File: config.mk
export PLATFORM = sky130hd
export DESIGN_NAME = fcrp_ctrl
export DESIGN_NICKNAME = d
export VERILOG_FILES = /design/src/rtl/fcrp_pkg.sv /design/src/rtl/fcrp_ctrl.sv
export SDC_FILE = /design/constraint.sdc
export NUM_CORES = 1
export LEC_CHECK = 0
export BUFFER_PORTS_ARGS = -buffer_cell sky130_fd_sc_hd__clkbuf_2
export CAP_MARGIN = 5
export CORE_MARGIN = 8
export CORE_UTILIZATION = 50
export CTS_BUF_LIST = sky130_fd_sc_hd__clkbuf_16
export CTS_CLUSTER_DIAMETER = 40
export DETAILED_ROUTE_END_ITERATION = 10
export GPL_TIMING_DRIVEN = 0
export PLACE_DENSITY = 0.8
export SYNTH_ARGS = -nofsm -noshare
export SYNTH_HDL_FRONTEND = slang
export SYNTH_SLANG_ARGS = --single-unit
File: constraint.sdc
create_clock -name clk -period 2.6 [get_ports clk]
set_input_delay 0.26 -clock clk [delete_from_list [all_inputs] [get_ports clk]]
set_output_delay 0.26 -clock clk [all_outputs]
set_load 0.01 [all_outputs]
File: src/rtl/fcrp_pkg.sv
`default_nettype none

package fcrp_pkg;

  localparam int MAX_ENTRIES = 4096;
  localparam int IDX_W       = $clog2(MAX_ENTRIES);
  localparam int CNT_W       = IDX_W + 1;
  localparam int CFG_AW      = 3;
  localparam int CFG_DW      = 32;

  localparam logic [CNT_W-1:0] MAX_ENT     = CNT_W'(MAX_ENTRIES);
  localparam logic [CNT_W-1:0] TOTAL_RESET = CNT_W'(MAX_ENTRIES);
  localparam logic [CNT_W-1:0] FIRST_FREE  = CNT_W'(2);
  localparam logic [IDX_W-1:0] FIRST_DATA  = IDX_W'(2);
  localparam logic [11:0]      BAD_MARK    = 12'hFF7;
  localparam logic [11:0]      END_MIN     = 12'hFF8;
  localparam logic [11:0]      END_MARK    = 12'hFFF;

  // register index, taken from the word address bit
  localparam logic REG_TOTAL_ENTRIES = 1'b0;

  typedef enum logic [1:0] {
    OP_LOAD   = 2'd0,
    OP_ASSIGN = 2'd1,
    OP_QUERY  = 2'd2,
    OP_CLEAR  = 2'd3
  } op_t;

  typedef enum logic [9:0] {
    S_SWEEP  = 10'b0000000001,
    S_IDLE   = 10'b0000000010,
    S_DECODE = 10'b0000000100,
    S_LOAD   = 10'b0000001000,
    S_QREAD  = 10'b0000010000,
    S_AINIT  = 10'b0000100000,
    S_AREAD  = 10'b0001000000,
    S_ACHECK = 10'b0010000000,
    S_ATERM  = 10'b0100000000,
    S_RESULT = 10'b1000000000
  } state_t;

  typedef struct packed {
    logic sweep;
    logic sweep_old;
    logic capture;
    logic load;
    logic a_init;
    logic a_take;
    logic a_skip;
    logic a_oos;
    logic a_term;
    logic res_load;
  } cmd_t;

  typedef struct packed {
    op_t  op;
    logic sweep_last;
    logic start_ok;
    logic nf_out;
    logic pin_hit;
    logic walk_more;
  } stat_t;

  typedef struct packed {
    logic [IDX_W-1:0] chain_head;
    logic [CNT_W-1:0] assigned_count;
    logic             out_of_space;
    logic [11:0]      new_entry;
    logic [IDX_W-1:0] source_cluster;
    logic [IDX_W-1:0] target_cluster;
    logic             pinned;
  } res_t;

endpackage

`default_nettype wire

File: src/rtl/fcrp_ctrl.sv
`default_nettype none

module fcrp_ctrl (
  input  logic           clk,
  input  logic           rst_n,
  input  logic           in_valid,
  output logic           in_ready,
  output logic           out_valid,
  input  logic           out_ready,
  input  fcrp_pkg::stat_t stat,
  output fcrp_pkg::cmd_t  cmd
);
  import fcrp_pkg::*;

  state_t state_r, state_nxt;
  logic   sweep_res_r, sweep_res_nxt;
  logic   out_valid_r, out_valid_nxt;

  assign in_ready  = (state_r == S_IDLE);
  assign out_valid = out_valid_r;

  always_comb begin
    cmd           = '0;
    state_nxt     = state_r;
    sweep_res_nxt = sweep_res_r;
    out_valid_nxt = out_valid_r && !out_ready;
    unique case (state_r)
      S_SWEEP: begin
        cmd.sweep     = 1'b1;
        cmd.sweep_old = sweep_res_r;
        if (stat.sweep_last) begin
          state_nxt = sweep_res_r ? S_RESULT : S_IDLE;
        end
      end
      S_IDLE: begin
        if (in_valid) begin
          cmd.capture = 1'b1;
          state_nxt   = S_DECODE;
        end
      end
      S_DECODE: begin
        unique case (stat.op)
          OP_LOAD:   state_nxt = S_LOAD;
          OP_ASSIGN: state_nxt = S_AINIT;
          OP_QUERY:  state_nxt = S_QREAD;
          OP_CLEAR: begin
            state_nxt     = S_SWEEP;
            sweep_res_nxt = 1'b1;
          end
          default:   state_nxt = S_RESULT;
        endcase
      end
      S_LOAD: begin
        cmd.load  = 1'b1;
        state_nxt = S_RESULT;
      end
      S_QREAD: begin
        state_nxt = S_RESULT;
      end
      S_AINIT: begin
        cmd.a_init = 1'b1;
        state_nxt  = stat.start_ok ? S_AREAD : S_ATERM;
      end
      S_AREAD: begin
        if (stat.nf_out) begin
          cmd.a_oos = 1'b1;
          state_nxt = S_ATERM;
        end else begin
          state_nxt = S_ACHECK;
        end
      end
      S_ACHECK: begin
        if (stat.pin_hit) begin
          cmd.a_skip = 1'b1;
          state_nxt  = S_AREAD;
        end else begin
          cmd.a_take = 1'b1;
          state_nxt  = stat.walk_more ? S_AREAD : S_ATERM;
        end
      end
      S_ATERM: begin
        cmd.a_term = 1'b1;
        state_nxt  = S_RESULT;
      end
      S_RESULT: begin
        if (!out_valid_r || out_ready) begin
          cmd.res_load  = 1'b1;
          out_valid_nxt = 1'b1;
          sweep_res_nxt = 1'b0;
          state_nxt     = S_IDLE;
        end
      end
      default: begin
        state_nxt     = S_SWEEP;
        sweep_res_nxt = 1'b0;
      end
    endcase
  end

  always_ff @(posedge clk) begin
    if (!rst_n) begin
      state_r     <= S_SWEEP;
      sweep_res_r <= 1'b0;
      out_valid_r <= 1'b0;
    end else begin
      state_r     <= state_nxt;
      sweep_res_r <= sweep_res_nxt;
      out_valid_r <= out_valid_nxt;
    end
  end

`ifndef SYNTHESIS
  a_accept_leaves_idle: assert property (@(posedge clk) disable iff (!rst_n)
    (in_valid && in_ready) |=> (state_r != S_IDLE))
    else $error("item accepted but controller stayed idle");

  a_sweep_blocks_input: assert property (@(posedge clk) disable iff (!rst_n)
    (state_r == S_SWEEP) |-> !in_ready)
    else $error("input ready during clearing sweep");

  a_result_shows: assert property (@(posedge clk) disable iff (!rst_n)
    cmd.res_load |=> out_valid_r)
    else $error("result loaded but not presented");
`endif

endmodule

`default_nettype wire

Word-level counts from Yosys, hierarchy flattened
Cells that the tools add are included.
- bits in registers: 12
- output and inout port bits: 12
- logic and storage cells: 58
- equal/unequal tests: 17
- multiplexer cells: 28
- bitwise gates (word level): 1
- reduce and logical (&&, ||, !) cells: 9
- operators with widths (cell ; number):
    $pmux 10 s8 ; 1
    $mux 10 ; 4
    $pmux 10 s4 ; 1
    $mux 9 ; 4
    $mux 1 ; 15
    $eq 10x1->1 const B ; 1
    $eq 10x10->1 const B ; 1
    $eq 10x2->1 const B ; 1
    $eq 10x3->1 const B ; 1
    $eq 10x4->1 const B ; 1
    $eq 10x5->1 const B ; 1
    $eq 10x6->1 const B ; 1
    $eq 10x7->1 const B ; 1
    $eq 10x8->1 const B ; 1
    $eq 10x9->1 const B ; 1
    $ne 2x2->1 const B ; 4
    $reduce_or 8->1 ; 1
    $reduce_and 3->1 ; 2
    $eq 2x2->1 const B ; 2
    $mux 2 ; 2
    $pmux 1 s3 ; 1
    $reduce_or 3->1 ; 1
    $eq 2x1->1 const B ; 1
    $logic_not 1->1 ; 2
    4 further kinds ; 4

Depth between registers and ports, before layout
- depth after elaboration: 4
- depth in mapped cells: 6
- mapped depth without buffers: 5

Worst setup path before layout
Ideal clock, no wire load.
- path type: register -> output
- start point: register state_r[9]
- end point: output port cmd[4] (netlist bit)
- data arrival time: 1563 ps
- required time: 2340 ps
- path slack: 777 ps
- cell stages (with the launch flop): 6
- path buffers: 1
- path through: dfxtp_1 > buf_2 > nor4_1 > nand2_1 > nor4b_2 > nor2b_1
- RTL lines (what ; RTL line ; RTL):
    from (decl) ; fcrp_ctrl.sv:15 ; state_t state_r, state_nxt;
    from (signal assigned) ; fcrp_ctrl.sv:106 ; state_r <= state_nxt;
    to (decl) ; fcrp_ctrl.sv:11 ; output fcrp_pkg::cmd_t cmd

==> reports/qor.yml <==
logic_synthesis:
  yosys.area.top_type: "dfxtp_1"
  synth_top_area_share: 0.304
  syn_nets: 106
  synthArstFlopShare: 0
  syn-mean-instance-area_um2: 8.32
  ys_seq_area_frac: 0.304
  synth.area.top_cells: "dfxtp_1, nor3b_1, and4b_1"
  ys_seq_elements: 12
  synth_ff_type: "dfxtp_1"
  synth.most_common_cell: "dfxtp_1"
  yosys-top-cells-count: "dfxtp_1, nand2_1, nor2_1, nor3b_1, o21ai_0"
  synth_area_um2: 791
  synth_cells: 95
  synth_edf_count: 0
  yosys_warnings: 0
  ys_types: 36
clock_network:
  cts_max_level: 1
  insertion_delay_ns: 0.24
  cts_buffers: 3
  cts_tree: "done"
  cts.sinks: 12
  postCtsHoldBufs: 0
  cts-root-buf: "clkbuf_16"
  clkSlewWorstSetupHoldPaths_ns: 0.04
  cts_setup_buffers: 0
  ctsLongestPathBuffers: 2
  ctsResizeCount: 0
floorplan:
  core-area_um2: 1490
  initial_utilization: 0.531
  rows: 14
  die_y_um: 55.8
  die_w_um: 55.8
  pin_count: 23
  dieArea_um2: 3110
setup_path:
  critPathRequiredTime_ns: 2.34
  cp-start-kind: "flop"
  worst-path-buf-inv: 2
  path_class: "flop to output pin"
  crit_fanout: 10
  max_stage_delay_ns: 0.41
  cpLargestDelayFamily: "simple AND/OR/NAND/NOR gates"
  cpMaxStageDelayCell: "nor4_2"
  arrival_ns: 1.98
  reg2reg_slack_ns: 0.65
  worstPathCellList: "buf_2 > nor4_2 > nand2_1 > nor4b_2 > nor2b_1 > clkbuf_2"
  worst_setup_path_end_kind: "output pin"
sta:
  fin_crit_sh: 0.861
  skew_ns: 0.00510
  setup_slack_ns: 0.362
  fmax_mhz: 447
  worst_pin_slew_ns: 0.633
  hold_ws_ns: 0.219
  slew_headroom: 0.574
  setup_tns_ns: 0
  setup_viol: 0
  rsz0062_at_grt: "false"
  min_period_ns: 2.24
  finalMaxSlewViolations: 0
  hold_viol_final: 0
grt:
  grt_first_pass_wirelength_mm: 3.58
  first_global_vias: 781
  antenna_found_initial: 0
  gr-total-overflow: 0
  grt_max_degree: 11
  grt_use_total: 0.140
final_layout:
  area_growth_pct: 26.7
  fin_nets: 133
  layout-drive-gt1-share: 0.283
  antenna_cells: 0
  instances_no_fill: 136
place:
  preCtsSetupSlack_ns: 0.474
  io_buffers: 22
  gp_congestion: 0.929
  dp_cells: 133
  dp_hpwl_mm: 1.65
route:
  drt_pass1_iterations: 4
  drt_iter0_drc: 57
  routed_via_density: 6.33
  detail_route.wl_per_cell_um: 15.7
  drt-total-wl_mm: 2.14
  route.detailed.drc: 0
  ant_nets: 0
  vias: 861
power_and_ir_drop:
  p_per_area_nw_per_um2: 804
  total_power_w: 0.000805
  p_leak_nw: 0.436
  vdd_drop_max_v: 0.000415
status:
  outcome: "complete, no violations"
worst_hold_path:
  min_path_type: "primary input to flop"
job:
  drv_cap: 0
## per-stage QoR
step / instance area, um^2 / util
4_1_cts: 996 / 0.669
6_report: 1000 / 0.673
2_1_floorplan: 791 / -
3_3_place_gp: 921 / 0.618
3_5_place_dp: 921 / 0.618
5_1_grt: 1000 / 0.673
## registers in the layout (all words and copies together), names as in the netlist
name         count
out_valid        1
state_r         10
sweep_res_r      1
## worst paths after layout
kind                    start          end  cells after the start
setup reg to reg   state_r[2]   state_r[1]                      6
hold / removal        stat[2]   state_r[7]                      2
hold reg to reg   sweep_res_r  sweep_res_r                      2
setup / recovery   state_r[9]       cmd[4]                      6
## worst reg2reg max path, delay by kind of cell (launching register included)
kind            cells  cell delay, ns
compound gates      3            0.67
simple gates        2            0.69
flops               1            0.29
buf+inv             1            0.19
## final cells by class
type	instances	area, um^2
inverters	4	15.0
multi-input cells	76	528
well taps	16	20.0
repair buffers	22	110
fillers	140	487
clock buffers	3	75.1
flip-flops and latches	12	240
plain buffers	3	13.8
## power breakdown
part | total, W | switching (W) | internal, W
combinational | 0.000301 | 0.000178 | 0.000122
clock | 0.000277 | 0.0000769 | 0.000200
sequential | 0.000228 | 0.0000199 | 0.000208
## routing by layer
metal  up-vias  global-route usage  wire (um)
met4         0              0.0528         38
met5         -                   0          0
met3         7              0.0639        204
li1        415                   -          -
met1       398               0.156        886
met2        41               0.224       1010
## cells in the final DEF, fill, tap and decap left out, types with 2 or more instances in the layout
master,netlist,routed
a311oi_1,2,2
clkbuf_2,0,22
nand2_1,8,8
o21ai_0,5,5
nor2b_1,3,3
xor2_1,3,3
and2_1,3,3
nor4_2,1,2
nand4_1,2,2
nor3_1,4,4
nand4b_1,3,3
dfxtp_1,12,12
nand2b_1,3,3
nor2_1,7,7
a21oi_1,2,2
and4b_1,3,3
buf_2,2,2
inv_1,4,4
clkbuf_16,0,3
a31oi_1,3,3
nor4b_2,2,2
nor3b_1,5,5
and3_1,2,2
## logic make-up after synthesis
| kind of cell | Yosys count | share of synthesized area |
|---|---|---|
| buffers and inverters | 7 | 0.0364 |
| AOI/OAI and AO/OA | 17 | 0.142 |
| muxes | 1 | 0.0127 |
| and+or+nand+nor | 55 | 0.472 |
| DFF | 12 | 0.304 |
| xor gates and xnor gates | 3 | 0.0332 |
Power figures use the tool's default switching activity.
